<file path="src/rtl/rfmt_entry_ram.sv">
// entry payload memory: mask, direct flag and binding count per slot
// one write port, one read port with registered data; no package use
module rfmt_entry_ram #(
    parameter int DEPTH = 32,
    parameter int WIDTH = 81
) (
    input  logic                     i_clk,
    input  logic                     i_we,
    input  logic [$clog2(DEPTH)-1:0] i_waddr,
    input  logic [WIDTH-1:0]         i_wdata,
    input  logic                     i_re,
    input  logic [$clog2(DEPTH)-1:0] i_raddr,
    output logic [WIDTH-1:0]         o_rdata
);
    logic [WIDTH-1:0] r_mem [DEPTH];
    logic [WIDTH-1:0] r_rdata;

    always_ff @(posedge i_clk) begin
        if (i_we) begin
            r_mem[i_waddr] <= i_wdata;
        end
    end

    always_ff @(posedge i_clk) begin
        if (i_re) begin
            r_rdata <= r_mem[i_raddr];
        end
    end

    assign o_rdata = r_rdata;

endmodule

</file>
<file path="config.mk">
export PLATFORM = sky130hd
export DESIGN_NAME = rfmt_entry_ram
export DESIGN_NICKNAME = d
export VERILOG_FILES = /design/src/rtl/rfmt_entry_ram.sv
export SDC_FILE = /design/constraint.sdc
export NUM_CORES = 2
export LEC_CHECK = 0
export ABC_AREA = 1
export BUFFER_PORTS_ARGS = -buffer_cell sky130_fd_sc_hd__buf_2
export CAP_MARGIN = 20
export CELL_PAD_IN_SITES_DETAIL_PLACEMENT = 1
export CELL_PAD_IN_SITES_GLOBAL_PLACEMENT = 1
export CORE_MARGIN = 2
export CORE_UTILIZATION = 50
export CTS_CLUSTER_DIAMETER = 60
export CTS_CLUSTER_SIZE = 40
export DETAILED_ROUTE_END_ITERATION = 6
export PLACE_DENSITY_LB_ADDON = 0.12
export SLEW_MARGIN = 20
export SYNTH_ARGS = -nofsm -noshare
export SYNTH_HDL_FRONTEND = slang
export SYNTH_SLANG_ARGS = --single-unit
export TNS_END_PERCENT = 30
</file>
<file path="constraint.sdc">
create_clock -name i_clk -period 6.6 [get_ports i_clk]
set_input_delay 1.32 -clock i_clk [delete_from_list [all_inputs] [get_ports i_clk]]
set_output_delay 1.32 -clock i_clk [all_outputs]
set_load 0.05 [all_outputs]
</file>
==> reports/qor.txt <==
capture point of the worst reg-to-reg path - o_rdata[48]
Crit Path Max Fanout - 97
die width - 464.3 um
crit path kind - in2reg
Max clock buf depth - 3
final WL - 336.9 mm
CP Capture Type - flip-flop
Seq/Total Area, Yosys - 75.78%
first-pass GRT wire length - 489.9 mm
setup ws final - 3049 ps
Post-Synthesis Cells - 8542
Clock Skews - 33.11 ps
number of global-route vias before repair - 72240
CP startpoint kind - input pin
Least-Margin Pin Slew - 1200 ps
worst path arrival time - 4290 ps
Via density - 6.114
CP peak stage delay - 750 ps
Die Area - 0.2155 mm^2
# Post-CTS Setup Buffers - 0
die height - 464.3 um
worst hold stages - 6
flops & latches, synth - 2673
hold buffer count at CTS - 0
Synth top area share - 75.78%
DP HPWL - 162.5 mm
clock-pin slew on the worst setup and hold paths - 90 ps
antenna violations before repair - 27
gpl congestion - 0.7508
Mapped Area - 0.1059 mm^2
post-route DRC violation count - 0
fmax - 281.6 MHz
H-Tree Depth - 4
Reg2Reg Setup Slack - 5000 ps
port bufs - 174
power per cell area - 288.7 mW/mm^2
Lkg Pwr - 40.76 nW
GRT Util Overall - 30.93%
Synth area leader - edfxtp_1
DP Cell Count - 11120
grt ovf - 0
ranking of synthesized cells by area - edfxtp_1 (76%), nand3_1 (11%), nand2_1 (11%)
Netlist cell types - 13
Final nets - 8582
largest net degree at the start of global routing - 213
worst hold-check path type - reg2reg
syn nets - 8636
critical-path cell list - buf_8 -> buf_4 -> buf_4 -> nand2_1 -> nand3_1 -> nand3_1 -> nand2_1 -> nand2_1 -> nand2_1 -> nand2_1 -> nand2_1
CTS resizes - 0
Max Cap Violations - 0
final hold violations - 0
Worst R2R Path Depth - 8
WL/cell - 29.43 um
CTS tree - done
Antenna Nets Post-Route - 0
Clock Sinks - 2673
share of layout cells above drive strength 1 - 7.852%
Pre-antenna DRT Iters - 6
reg2reg start - r_mem[29][48]
Hold Path End - o_rdata[34]
Vias - 70000
endpoints failing setup - 0
Rows - 168
post-route minimum period - 3551 ps
Clk Latency, worst-skew pair - 870 ps
Worst Path Required - 7340 ps
Rel. slew slack - 19.79%
worst vdd ir - 0.3201 mV
worst hold margin - 789.8 ps
Place WS - 2292 ps
Tcrit/Tclk final - 53.80%
Core ar. - 0.2100 mm^2
Iter 0 DRT Violations - 7511
Non-Filler Instances - 11450
CTS root buffer - clkbuf_16
yosys warns - 0
RSZ-0062 raised after global routing - no
CTS Buf Count - 175
Ports - 175
status - complete, no violations
Initial Utilization - 50.44%
max-slew violations - 0
cell mode on critical path - nand2_1
Worst Hold Launch - r_mem[28][34]
Critical Path Slowest Stage Cell - buf_4
setup TNS - 0 ps
syn_area_per_cell - 12.40 um^2
Syn-to-layout area delta - 9.693%
per-stage QoR:
step / utilization (%) / cell area, um^2 / power [W]
6_report: 55.33 / 116200 / 0.03355
3_3_place_gp: 52.25 / 109700 / 0.02154
2_1_floorplan: - / 105900 / 0.02068
3_5_place_dp: 52.30 / 109800 / 0.02161
5_1_grt: 55.33 / 116200 / 0.03446
4_1_cts: 55.32 / 116200 / 0.03370
power breakdown:
part / internal, W / switching [W] / total (W)
Clock: 0.00576 / 0.00655 / 0.0123
Combinational: 0.000505 / 0.00173 / 0.00224
Sequential: 0.0189 / 0.0000860 / 0.0190
Total: 0.0252 / 0.00837 / 0.0335
critical path: cells and delay by family:
| family | cells | cell delay, ps |
|---|---|---|
| and+or+nand+nor | 8 | 770 |
| buffers and inverters | 3 | 1970 |
state kept, by name, indices dropped and copies added (netlist names):
name     count
r_mem     2592
o_rdata     81
area by class of cell:
type | count | area [um^2]
well taps | 2805 | 3510
repair buffers | 322 | 2953
multi-input cells | 5306 | 23010
fillers | 20870 | 93800
flip-flops and latches | 2673 | 80270
diodes | 9 | 22.52
inverters | 10 | 90.09
clock inverters | 142 | 1843
clock buffers | 182 | 4491
routing by layer:
metal / share of wire (%) / track usage [%]
met5: 0.019 / 0
met4: 2.9 / 9.693
met3: 5.9 / 3.536
met2: 50 / 52.67
met1: 41 / 41.76
synthesized netlist by cell type (all sizes together):
cell	count
nor2	32
buf	485
clkinv	1
clkbuf	68
edfxtp	2673
nand2	2991
nand3	2283
inv	9
cell usage in the layout, fill, tap and decap left out, drive strengths merged:
master	instances
nor2	32
nand2	2991
nand3	2283
clkinvlp	7
diode	9
inv	79
buf	322
clkbuf	182
bufinv	10
clkinv	56
edfxtp	2673
how the worst max path moves through the flow:
stage                           from            end  cells after the start
after floorplan           i_waddr[0]    r_mem[8][0]                      3
after global placement    i_waddr[0]  r_mem[24][77]                      5
after detailed placement  i_raddr[0]     o_rdata[1]                     11
after CTS                 i_raddr[0]     o_rdata[1]                     11
after global routing      i_raddr[0]     o_rdata[1]                     11
final                     i_raddr[0]     o_rdata[1]                     11
kinds of logic after synthesis:
family | after synthesis | synth area share, %
simple gates | 5306 | 21.50
flops | 2673 | 75.78
buf+inv | 563 | 2.720
Power figures use the tool's default switching activity.
