<file path="src/rtl/rfmt_bit_users.sv">
// per-bit user counters and the held union mask
// one counter lane per feature bit; no package use
module rfmt_bit_users #(
    parameter int FEATURE_BITS = 64,
    parameter int CNT_W        = 6
) (
    input  logic                    i_clk,
    input  logic                    i_rst_n,
    input  logic                    i_en,
    input  logic [FEATURE_BITS-1:0] i_removed,
    input  logic [FEATURE_BITS-1:0] i_added,
    output logic [FEATURE_BITS-1:0] o_held,
    output logic [FEATURE_BITS-1:0] o_held_next
);
    logic [CNT_W-1:0]        r_users [FEATURE_BITS];
    logic [CNT_W-1:0]        n_users [FEATURE_BITS];
    logic [FEATURE_BITS-1:0] r_held;

    always_comb begin
        for (int b = 0; b < FEATURE_BITS; b++) begin
            n_users[b] = r_users[b];
            if (i_en && i_removed[b] && (r_users[b] != '0)) begin
                n_users[b] = r_users[b] - CNT_W'(1);
            end else if (i_en && i_added[b]) begin
                n_users[b] = r_users[b] + CNT_W'(1);
            end
            o_held_next[b] = (n_users[b] != '0);
        end
    end

    always_ff @(posedge i_clk) begin
        if (!i_rst_n) begin
            for (int b = 0; b < FEATURE_BITS; b++) begin
                r_users[b] <= '0;
            end
            r_held <= '0;
        end else if (i_en) begin
            for (int b = 0; b < FEATURE_BITS; b++) begin
                r_users[b] <= n_users[b];
            end
            r_held <= o_held_next;
        end
    end

    assign o_held = r_held;

endmodule

</file>
<file path="config.mk">
export PLATFORM = sky130hd
export DESIGN_NAME = rfmt_bit_users
export DESIGN_NICKNAME = d
export VERILOG_FILES = /design/src/rtl/rfmt_bit_users.sv
export SDC_FILE = /design/constraint.sdc
export NUM_CORES = 1
export LEC_CHECK = 0
export BUFFER_PORTS_ARGS = -buffer_cell sky130_fd_sc_hd__buf_2
export CAP_MARGIN = 10
export CORE_MARGIN = 1
export CORE_UTILIZATION = 56
export CTS_CLUSTER_DIAMETER = 80
export DETAILED_ROUTE_END_ITERATION = 16
export PLACE_DENSITY = 0.88
export RECOVER_POWER = 50
export SLEW_MARGIN = 20
export SYNTH_ARGS = -nofsm -noshare
export SYNTH_HDL_FRONTEND = slang
export SYNTH_SLANG_ARGS = --single-unit
</file>
<file path="constraint.sdc">
create_clock -name i_clk -period 10.55 [get_ports i_clk]
set_clock_uncertainty 0.05 [all_clocks]
set_input_delay 1.055 -clock i_clk [delete_from_list [all_inputs] [get_ports i_clk]]
set_output_delay 1.055 -clock i_clk [all_outputs]
set_load 0.02 [all_outputs]
</file>
==> metrics.yaml <==
crit_path_end_kind: "flip-flop"
post_cts_resized: 0
timing.final.crit_share_pct: 70.4
detail_route.wl_per_cell_um: 16.7
power_density_mw_per_mm2: 148
antenna_found_initial: 20
arrival_ns: 7.80
synth-compound-area-share_pct: 17.0
internal_power_mw: 3.91
p_leak_nw: 14.9
fillCellCount: 5287
clkTransAtPathRegs_ns: 0.06
dpl.hpwl_um: 58700
yosys.area_share.simple_pct: 28.1
die_h_um: 255
synth_edf_count: 384
ys_types: 95
io_buffers: 258
setup_violations: 0
crit_type: "in2reg"
tightest_slew_ns: 3.19
post_cts_buffers: 0
place_ws_ns: 5.29
synthArstFlopShare_pct: 0
hold_path.class: "reg2reg"
drt-total-wl_um: 86600
slew_headroom_pct: -113
hold_violations: 0
slew_violations: 364
seqPwrFrac_pct: 41.4
syn_nets: 4479
violations: "capacitance limit, slew limit"
vias: 32480
synth_xor_area_share_pct: 4.62
vias_per_cell: 6.26
grt_pass1_wl_um: 139000
synthMuxAreaShare_pct: 3.36
gr-total-overflow: 0
coreArea_sq_mm: 0.0631
gp_congestion: 0.927
dr.pass1.iters: 6
antenna_left: 0
io-pin-count: 259
area.growth.synth_to_final_pct: 9.54
syn_avg_cell_area_sq_um: 8.61
synthFlopType: "edfxtp_1"
start_util_pct: 56.7
combinationalPowerShare_pct: 25.1
critical_path_required_ns: 10.92
die_width_um: 255
fmax_mhz: 135
fin_setup_tns_ns: 0
cp_max_fo: 68
grt_max_degree: 164
synth_adder_area_share_pct: 6.71
cts_max_level: 2
irDropWorstVdd_mv: 0.133
critPathLaunchType: "input port"
synth_warnings: 0
fin_nets: 4600
switching_share_pct: 32.6
maxCapViolCount: 6
synth_seq_cells: 448
clock_path_buffers: 3
die_area_sq_mm: 0.0649
clock-root-buffer: "clkbuf_16"
rsz0062_at_grt: "no"
grt_use_total_pct: 25.3
clkLatencyLatePin_ns: 0.60
cts_tree: "built"
clock_sinks: 448
first_global_vias: 29396
synth_top_family_by_area: "simple AND/OR/NAND/NOR gates"
p_sw_mw: 1.89
period_minus_slack_ns: 7.43
route.detailed.drc: 0
syn_inst: 4156
layout-drive-gt1-share_pct: 8.33
outcome: "finished with violations"
rows: 92
holdBufCountCts: 0
numCtsBuffers: 55
power.share.clock_pct: 33.5
synth_area_sq_mm: 0.0358
drtIter0Drc: 2945
ys_seq_area_share_pct: 35.8
setup_ws_ns: 3.12
r2r_slack_ns: 7.53
-- cell usage in the layout (no fill, tap or decap), drive strengths merged, types with 100 or more instances in the layout --
| master | n |
|---|---|
| nor2 | 443 |
| edfxtp | 384 |
| nand2 | 312 |
| buf | 204 |
| ha | 192 |
| a21oi | 192 |
| o21ai | 191 |
| inv | 186 |
| nand3 | 163 |
| clkbuf | 158 |
| a31oi | 150 |
| nor3 | 144 |
| xnor2 | 127 |
| and2 | 127 |
| nor2b | 114 |
| and3 | 110 |
| nor4 | 107 |
| mux2i | 100 |
-- metrics by stage --
step | cells | area [sq um] | hold WS (ns) | power (mW) | utilization (%)
floorplan | 4156 | 35800 | 0.504 | 3.50 | -
global placement | 5066 | 37400 | 0.436 | 3.80 | 59.4
detailed placement | 5066 | 37400 | 0.438 | 3.86 | 59.4
CTS | 5169 | 39300 | 0.446 | 5.81 | 62.3
global route | 5179 | 39200 | 0.494 | 6.09 | 62.1
finish | 5185 | 39200 | 0.454 | 5.80 | 62.2
-- path summary, 6_finish.rpt --
check,cells past startpoint,end,from
max,5,r_users[1][78],i_rst_n
min,2,o_held[5],o_held[5]
max reg2reg,6,o_held[42],r_users[1][63]
min reg2reg,2,o_held[5],o_held[5]
-- power groups by stage --
stage          clock (mW)  combinational, mW  sequential [mW]
6_report             1.94               1.46             2.40
5_1_grt              2.04               1.62             2.43
4_1_cts              1.98               1.45             2.39
3_5_place_dp            0               1.44             2.42
3_3_place_gp            0               1.39             2.41
2_1_floorplan           0               1.16             2.35
-- sequential cells by signal, indices dropped and copies added (netlist names) --
signal,flops
r_users,384
o_held,64
-- logic make-up (layout without fill, tap and decap cells) --
family | count (synthesis) | after routing
AOI/OAI and AO/OA | 914 | 914
DFF | 448 | 448
other | 0 | 16
muxes | 118 | 118
and+or+nand+nor | 1898 | 1898
buffers and inverters | 397 | 564
xor gates and xnor gates | 189 | 189
adders and majority gates | 192 | 192
-- layout make-up --
| type | instances | area (sq um) | share of cell area, % |
|---|---|---|---|
| Clock buffer | 88 | 1660 | 4.24 |
| Antenna cell | 16 | 40.0 | 0.102 |
| Timing Repair Buffer | 274 | 1340 | 3.41 |
| Sequential cell | 448 | 12800 | 32.7 |
| Tap cell | 846 | 1060 | 2.70 |
| Clock inverter | 15 | 180 | 0.460 |
| Inverter | 187 | 703 | 1.79 |
| Multi-Input combinational cell | 3311 | 21400 | 54.6 |
-- layer usage --
layer  vias up  global-route usage, %  share of wire [%]
li1      15772                      -                  -
met1     15399                   32.5                 43
met2      1096                   42.9                 47
met3       201                   4.58                6.5
met4        12                   8.85                2.8
met5         -                      0              0.082
-- synth_stat cells (all sizes together), types with 17 or more instances --
| master | number | area (sq um) |
|---|---|---|
| nor3 | 144 | 726 |
| mux2i | 100 | 1000 |
| or3 | 43 | 269 |
| o21ai | 191 | 956 |
| a211oi | 32 | 240 |
| nor2 | 443 | 1660 |
| clkbuf | 157 | 589 |
| ha | 192 | 2400 |
| a311oi | 41 | 359 |
| a21boi | 24 | 180 |
| xnor2 | 127 | 1110 |
| nand2 | 312 | 1170 |
| and3 | 110 | 688 |
| edfxtp | 384 | 11500 |
| and2 | 127 | 800 |
| dfxtp | 64 | 1280 |
| a21oi | 192 | 965 |
| xor2 | 62 | 543 |
| nor2b | 114 | 713 |
| and4 | 18 | 158 |
| inv | 187 | 702 |
| o22ai | 23 | 144 |
| a21o | 19 | 143 |
| buf | 53 | 288 |
| nand4b | 17 | 149 |
| o21a | 44 | 330 |
| nor4b | 29 | 254 |
| mux2 | 18 | 203 |
| or4 | 28 | 218 |
| nand4 | 77 | 482 |
| a31oi | 150 | 951 |
| nand3 | 163 | 816 |
| nand2b | 46 | 288 |
| o41ai | 17 | 179 |
| nor3b | 31 | 233 |
| or2 | 17 | 111 |
| nand3b | 21 | 158 |
| nor4 | 107 | 669 |
-- worst max-delay path, stage by stage --
cell	delay, ns
buf_6	0.36
clkbuf_1	1.56
clkinvlp_2	3.36
buf_4	1.14
nor3_1	0.28
No activity file was read; power rests on OpenSTA's default activity.
