--- src/rtl/rfmt_pkg.sv ---
// package for the reference-counted feature mask table
// holds command and status codes, field widths, control state and table update types
// no dependencies
package rfmt_pkg;

    localparam int CMD_W    = 3;
    localparam int SRC_ID_W = 16;
    localparam int FEAT_W   = 64;
    localparam int STATUS_W = 2;

    typedef enum logic [CMD_W-1:0] {
        CMD_SET_DIRECT = 3'd0,
        CMD_UPDATE     = 3'd1,
        CMD_BIND       = 3'd2,
        CMD_UNBIND     = 3'd3,
        CMD_REMOVE     = 3'd4
    } t_cmd;

    typedef enum logic [STATUS_W-1:0] {
        ST_APPLIED   = 2'd0,
        ST_NOOP      = 2'd1,
        ST_NOT_FOUND = 2'd2,
        ST_FULL      = 2'd3
    } t_status;

    typedef enum logic {
        S_IDLE = 1'b0,
        S_EXEC = 1'b1
    } t_state;

    // id table update request
    typedef struct packed {
        logic insert;
        logic remove;
    } t_cam_upd;

endpackage

--- src/rtl/rfmt_id_cam.sv ---
// id table: valid flags and source ids with parallel match and free-slot search
// depends on rfmt_pkg for the update struct
module rfmt_id_cam #(
    parameter int MAX_SOURCES = 32,
    parameter int KEY_W       = 16
) (
    input  logic                           i_clk,
    input  logic                           i_rst_n,
    input  logic [KEY_W-1:0]               i_key,
    output logic                           o_hit,
    output logic [$clog2(MAX_SOURCES)-1:0] o_hit_idx,
    output logic                           o_free_ok,
    output logic [$clog2(MAX_SOURCES)-1:0] o_free_idx,
    input  rfmt_pkg::t_cam_upd             i_upd,
    input  logic [$clog2(MAX_SOURCES)-1:0] i_upd_idx,
    input  logic [KEY_W-1:0]               i_upd_key
);
    import rfmt_pkg::*;

    localparam int IDX_W = $clog2(MAX_SOURCES);

    logic [MAX_SOURCES-1:0] r_valid;
    logic [KEY_W-1:0]       r_key [MAX_SOURCES];

    // lowest match and lowest free slot
    always_comb begin
        o_hit      = 1'b0;
        o_hit_idx  = '0;
        o_free_ok  = 1'b0;
        o_free_idx = '0;
        for (int i = MAX_SOURCES - 1; i >= 0; i--) begin
            if (r_valid[i] && (r_key[i] == i_key)) begin
                o_hit     = 1'b1;
                o_hit_idx = IDX_W'(i);
            end
            if (!r_valid[i]) begin
                o_free_ok  = 1'b1;
                o_free_idx = IDX_W'(i);
            end
        end
    end

    always_ff @(posedge i_clk) begin
        if (!i_rst_n) begin
            r_valid <= '0;
        end else if (i_upd.insert) begin
            r_valid[i_upd_idx] <= 1'b1;
        end else if (i_upd.remove) begin
            r_valid[i_upd_idx] <= 1'b0;
        end
    end

    always_ff @(posedge i_clk) begin
        if (i_upd.insert) begin
            r_key[i_upd_idx] <= i_upd_key;
        end
    end

endmodule

--- config.mk ---
export PLATFORM = sky130hd
export DESIGN_NAME = rfmt_id_cam
export DESIGN_NICKNAME = d
export VERILOG_FILES = /design/src/rtl/rfmt_pkg.sv /design/src/rtl/rfmt_id_cam.sv
export SDC_FILE = /design/constraint.sdc
export NUM_CORES = 1
export LEC_CHECK = 0
export BUFFER_PORTS_ARGS = -buffer_cell sky130_fd_sc_hd__buf_2
export CORE_MARGIN = 8
export CORE_UTILIZATION = 60
export DETAILED_ROUTE_END_ITERATION = 6
export PLACE_DENSITY = 0.77
export SYNTH_ARGS = -nofsm -noshare
export SYNTH_HDL_FRONTEND = slang
export SYNTH_SLANG_ARGS = --single-unit
--- constraint.sdc ---
create_clock -name i_clk -period 5.4 [get_ports i_clk]
set_input_delay 1.08 -clock i_clk [delete_from_list [all_inputs] [get_ports i_clk]]
set_output_delay 1.08 -clock i_clk [all_outputs]
set_load 0.02 [all_outputs]
==> results of run 1 <==
cells in the mapped netlist, drive strengths merged (7+ instances only):
library cell	instances	area, µm²
nor4	67	444.2
buf	64	481.7
nand3b	8	60.06
nor3	21	105.1
a21oi	7	35.03
nor2	62	232.7
nand2	41	153.9
edfxtp	512	15370
xor2	202	1769
inv	13	48.79
xnor2	310	2730
dfxtp	32	640.6
a31oi	7	43.79
or2	9	56.30
nand3	22	110.1
o21ai	9	45.04
o21a	55	412.9
nand4	83	519.3
clkbuf	13	48.80
area by class of cell:
cell class | instances | area share
Tap cell | 518 | 0.02446
Multi-Input combinational cell | 949 | 0.2672
Sequential cell | 544 | 0.6044
Inverter | 13 | 0.001842
Timing Repair Buffer | 143 | 0.03891
Antenna cell | 1 | 0.00009444
Clock inverter | 32 | 0.01048
Clock buffer | 63 | 0.05260
cells by family after synthesis:
group | Yosys count | share of synthesized area
buffers and inverters | 90 | 0.02447
XOR/XNOR | 512 | 0.1901
flip-flops | 544 | 0.6765
AND/OR/NAND/NOR | 337 | 0.07807
AO/OA/AOI/OAI | 100 | 0.03087
tightest hold or removal path, stage by stage (launching register included):
cell	delay, ns
dfxtp_1	0.36
o21a_1	0.13
o21a_1	0.09
worst min-delay path by stage:
stage	startpoint	depth (start not counted)	end
floorplan	flop	2	flop
global placement	flop	2	flop
detailed placement	flop	2	flop
CTS	flop	2	flop
global route	flop	2	flop
finish	flop	2	flop
routing by layer:
layer,wire length [µm],up-vias
met1,25200,7135
li1,-,5997
met4,2130,4
met3,5617,148
met5,27,-
met2,30680,805
where the power goes:
group          internal (W)  switching (W)
registers           0.00466      0.0000228
logic              0.000186       0.000388
clock network       0.00203        0.00156
through the flow:
stage          utilization  hold WS [ns]
4_1_cts             0.6824        0.6169
6_report            0.6825        0.6136
5_1_grt             0.6825        0.6553
3_5_place_dp        0.6393        0.6012
3_3_place_gp        0.6393        0.5994
2_1_floorplan            -        0.5624
==> qor.txt, run 1 <==
Post-synth ARST share = 0
Most used routing layer = met2
Synth Flop Type = edfxtp_1
Synth warnings = 0
DR vias = 14090
Pwr dens = 333.9 nW/µm²
Max Slew Vio Count = 0
Final Skew = 0 ns
Worst reg2reg setup slack = 4.59 ns
Pleak = 8.490 nW
Critical path, cell by cell = buf_2, buf_12, xor2_1, nor4_1, nand4_1, nor4_1, buf_4, a2111oi_0, a2111oi_1, buf_4, o21ai_1, a221oi_2, buf_2
Wire length per cell = 28.13 µm
Met1 Use GR = 0.3661
Min-Delay Path Class = flop to flop
Num rows = 72
Layout Cells excl Fill = 2263
Filler cells = 2577
# hold bufs at CTS = 0
Slowest cell on crit path = nor4_1
Crit path max fanout = 27
Final setup viols = 0
Die ar. = 46070 µm²
PortBufs = 52
Fin crit period = 5.227 ns
Mapped Cells = 1583
Initial Util = 0.6097
I/O Pins = 53
Seq/Total Area, Yosys = 0.6765
Placed Cells = 2167
GRT Util Overall = 0.2723
CTS H-tree lvls = 2
Clock slew at reported path FFs = 0.07 ns
CP peak stage delay = 0.44 ns
CP Launch Type = input port
Die width = 214.6 µm
Die height = 214.6 µm
Final worst slack = 0.1727 ns
Unrepaired setup endpoints after global routing = false
Met3 GRT Util = 0.03766
Required @ worst endpoint = 4.32 ns
Vias per cell = 6.226
DRT antenna net count = 0
Storage element area = 16020 µm²
GR Layer Usage met2 = 0.4520
FF-to-FF path depth = 2
Final period util = 0.9680
CTS tree = built
Root buffer selected by CTS = clkbuf_16
Placed Area = 24820 µm²
Library cells used by synthesis = 48
CP startpoint = i_key[13]
Maximum clock insertion buffer count = 3
Total Wirelength = 63650 µm
Highest-count cells in the layout ignoring fill and taps = edfxtp_1 (512), xnor2_1 (308), xor2_1 (202)
CP Capture Point = o_hit_idx[0]
Slew headroom = 0.2377
Post-synth EDFFs = 512
Final TNS setup = 0 ns
Max Clk Rate = 191.3 MHz
First-pass GRT wire length = 92920 µm
Gr ovfl total = 0
Outcome = complete, no violations
Clk Latency, worst-skew pair = 0.59 ns
CORE AREA = 38830 µm²
Final GP Congestion = 0.9221
Largest net degree at the start of global routing = 33
Seq cells post-synth = 544
Final Hold Violating Endpoints = 0
Synthesized Nets = 1624
HPWL Detailed = 38000 µm
Worst Max-Slew Pin Slew = 1.143 ns
Average cell area after synthesis = 14.95 µm²
DRC Markers = 0
Area of the multi-input gates = 7081 µm²
NumNets Final = 1744
Post-CTS setup repair buffer count = 0
Number of global-route vias before repair = 14230
Layout cells sized above 1 = 0.1428
Commonest non-fill, non-tap cell in the layout = edfxtp_1
Largest register FFs = 512
CTS Buf Count = 52
Post-Syn Area = 23670 µm²
Dpl ws = 0.2158 ns
Starting DRT DRC Count = 1584
Critical path class = input port to output pin
Buffers & Inverters on Critical Path = 5
Clock net sink count = 544
Drt pass-1 iters = 5
Area grow syn2layout = 11.93%
Post-route cell area = 26500 µm²
Stages on worst setup path = 13
IR drop worst, VDD = 0.0003054 V
Max-cap violations = 0
Crit path DAT = 4.15 ns
Largest Register = r_key
CP endpoint kind = output pin
Final Power = 0.008847 W
Initial antenna violation count = 3
PostCTS Resize Cnt = 0
Biggest registers after layout = r_key: 512 flops
Cell family contributing the most delay on the critical path = buffers and inverters
(Power assumes the default switching activity.)
==> run 2, diff against run 1 <==
--- a/config.mk
+++ b/config.mk
@@ -5,6 +5,7 @@
 export SDC_FILE = /design/constraint.sdc
 export NUM_CORES = 1
 export LEC_CHECK = 0
+export ABC_AREA = 1
 export BUFFER_PORTS_ARGS = -buffer_cell sky130_fd_sc_hd__buf_2
 export CORE_MARGIN = 8
 export CORE_UTILIZATION = 60
==> run 2 against run 1 <==
Critical path depth grew 14. Clock skew is the same. Non-clock buffer count grew 33. First-iteration DRC count grew 81%. Cell area grew 3.6%. Power shrank 0.73%.
==> qor.txt, run 2 <==
Outcome = complete, no violations (unchanged)
Placed Area = 25360 µm² (was 24820 µm²)
Slew headroom = 0.1604 (was 0.2377)
Synth area leaders = edfxtp_1 (64%), nand2_1 (5.5%), xor2_1 (3.8%) (was edfxtp_1 (65%), xnor2_1 (11%), xor2_1 (7.5%))
Drt pass-1 iters = 6 (was 5)
Highest-count cells in the layout ignoring fill and taps = edfxtp_1 (512), nand2_1 (343), nor2_1 (154) (was edfxtp_1 (512), xnor2_1 (308), xor2_1 (202))
Slowest cell on crit path = a221oi_1 (was nor4_1)
Gr ovfl total = 0 (unchanged)
Synth warnings = 0 (unchanged)
Clk pwr share = 0.393 (was 0.406)
Starting DRT DRC Count = 2862 (was 1584)
Critical path class = input port to output pin (unchanged)
Vias per cell = 6.662 (was 6.226)
Num rows = 73 (was 72)
Die height = 216.2 µm (was 214.6 µm)
Worst Max-Slew Pin Slew = 1.255 ns (was 1.143 ns)
Antenna diode count = 0 (was 1)
Final Core Density = 0.6923 (was 0.6825)
First-pass GRT wire length = 108900 µm (was 92920 µm)
Clock net sink count = 544 (unchanged)
Cell family contributing the most delay on the critical path = simple AND/OR/NAND/NOR gates (was buffers and inverters)
Internal = 0.006754 W (was 0.006878 W)
Number of global-route vias before repair = 17230 (was 14230)
DR vias = 18270 (was 14090)
Final Power = 0.008782 W (was 0.008847 W)
Largest net degree at the start of global routing = 33 (unchanged)
Largest register FFs = 512 (unchanged)
Synthesized Nets = 2075 (was 1624)
Seq cells post-synth = 544 (unchanged)
CTS Buf Count = 53 (was 52)
Library cells used by synthesis = 53 (was 48)
Switching power = 0.002028 W (was 0.001968 W)
Area grow syn2layout = 14.10% (was 11.93%)
Cell with the most instances after synthesis = edfxtp_1 (unchanged)
DRT antenna net count = 0 (unchanged)
Die ar. = 46750 µm² (was 46070 µm²)
Yosys top cell area share = 0.6392 (was 0.6495)
Initial antenna violation count = 2 (was 3)
Layout cells sized above 1 = 0.1637 (was 0.1428)
Post-Syn Area = 24050 µm² (was 23670 µm²)
Post-synth EDFFs = 512 (unchanged)
Final Skew = 0 ns (unchanged)
Synth top cells by count = edfxtp_1 (512), nand2_1 (351), nor2_1 (161) (was edfxtp_1 (512), xnor2_1 (308), xor2_1 (202))
Final Hold Violating Endpoints = 0 (unchanged)
# hold bufs at CTS = 0 (unchanged)
DRC Markers = 0 (unchanged)
Initial Util = 0.6068 (was 0.6097)
Post-synth top area cell = edfxtp_1 (unchanged)
Post-synth ARST share = 0 (unchanged)
Post-route cell area = 27450 µm² (was 26500 µm²)
Maximum clock insertion buffer count = 3 (unchanged)
Crit path max fanout = 9 (was 27)
Final period util = 0.9687 (was 0.9680)
CP endpoint kind = output pin (unchanged)
Pleak = 9.554 nW (was 8.490 nW)
Clk Latency, worst-skew pair = 0.60 ns (was 0.59 ns)
CTS H-tree lvls = 2 (unchanged)
Commonest non-fill, non-tap cell in the layout = edfxtp_1 (unchanged)
Combinational Power Share = 0.073 (was 0.065)
CTS tree = built (unchanged)
Crit path DAT = 4.15 ns (about the same)
GRT Util Overall = 0.3128 (was 0.2723)
Clock slew at reported path FFs = 0.06 ns (was 0.07 ns)
Sequential power share = 0.533 (was 0.530)
NumNets Final = 2215 (was 1744)
CP Launch Type = input port (unchanged)
Min-Delay Path Class = flop to flop (unchanged)
Seq/Total Area, Yosys = 0.6658 (was 0.6765)
Synth Flop Type = edfxtp_1 (unchanged)
HPWL Detailed = 46450 µm (was 38000 µm)
Max-cap violations = 0 (unchanged)
Critical path's most frequent cell = nand2_1
Pwr dens = 320.0 nW/µm² (was 333.9 nW/µm²)
Mapped Cells = 2034 (was 1583)
Buffers & Inverters on Critical Path = 3 (was 5)
PortBufs = 52 (unchanged)
Root buffer selected by CTS = clkbuf_16 (unchanged)
Average cell area after synthesis = 11.83 µm² (was 14.95 µm²)
Total Wirelength = 76250 µm (was 63650 µm)
Required @ worst endpoint = 4.32 ns (about the same)
I/O Pins = 53 (unchanged)
Largest Register = r_key (unchanged)
CP peak stage delay = 0.32 ns (was 0.44 ns)
Fin crit period = 5.231 ns (was 5.227 ns)
Biggest registers after layout = r_key: 512 flops (unchanged)
Switching part of the total = 0.2309 (was 0.2225)
CORE AREA = 39640 µm² (was 38830 µm²)
Max Clk Rate = 191.2 MHz (was 191.3 MHz)
Wire length per cell = 27.80 µm (was 28.13 µm)
Max Slew Vio Count = 0 (unchanged)
Die width = 216.2 µm (was 214.6 µm)
IR drop worst, VDD = 0.0002390 V (was 0.0003054 V)
Final GP Congestion = 0.9863 (was 0.9221)
Final setup viols = 0 (unchanged)
## run 2: cell types whose count changed after synthesis, sizes merged, moves of 99 or more
cell   change
inv      +108
nand2    +311
nor2     +100
o21ai    +135
xnor2    -277
xor2      -99
## run 2: power groups by stage
stage	Clock [W]	Combinational (W)	Sequential, W
floorplan	0	0.000289	0.00476
global placement	0	0.000563	0.00477
detailed placement	0	0.000576	0.00477
CTS	0.00346	0.000580	0.00468
global route	0.00362	0.000666	0.00468
finish	0.00345	0.000644	0.00468
## run 2: final cells by class
class / instances / area, µm²
clock buffers: 79 / 1454
multi-input cells: 1274 / 7174
repair inverters: 3 / 26.28
fillers: 2734 / 12200
well taps: 525 / 656.9
clock inverters: 20 / 128.9
repair buffers: 176 / 1456
flip-flops and latches: 544 / 16020
inverters: 122 / 533.0
## run 2: metal layers
| layer | share of wire | global-route usage |
|---|---|---|
| met5 | 0.00014 | 0 |
| met4 | 0.054 | 0.1504 |
| met3 | 0.14 | 0.06267 |
| met2 | 0.45 | 0.4857 |
| met1 | 0.36 | 0.4213 |
## run 2: final timing paths
| kind | startpoint | endpoint | slack (ns) | cells past startpoint |
|---|---|---|---|---|
| setup / recovery | i_key[5] | o_hit_idx[0] | 0.17 | 27 |
| setup reg to reg | flop | flop | 4.55 | 4 |
| hold reg to reg | flop | flop | 0.50 | 2 |
| hold / removal | flop | flop | 0.50 | 2 |
## run 2: kinds of logic after synthesis
group,Yosys count,share of synthesized area
and+or+nand+nor,726,0.1336
buffers and inverters,216,0.04062
AOI/OAI and AO/OA,412,0.1104
DFF,544,0.6658
xor gates and xnor gates,136,0.04952
## run 2: what timing repair did
action | CTS | global route
gates resized for setup | 0 | 112
setup endpoints to repair | 0 | 2
setup buffers | 0 | 18
## run 2: worst register-to-register path: stages (launching register included)
cell,delay [ns]
dfxtp_1,0.35
inv_1,0.12
a31oi_1,0.18
nor2_1,0.06
nor2_1,0.09
## run 2: stage by stage
step | setup TNS [ns] | cells | setup slack [ns] | hold WS (ns)
finish | 0 | 2743 | 0.1690 | 0.5013
global route | -0.03649 | 2743 | -0.03649 | 0.5147
CTS | 0 | 2721 | 0.09167 | 0.4959
detailed placement | 0 | 2622 | 0.1044 | 0.4878
global placement | 0 | 2622 | 0.07448 | 0.4745
floorplan | 0 | 2034 | 0.8534 | 0.4632
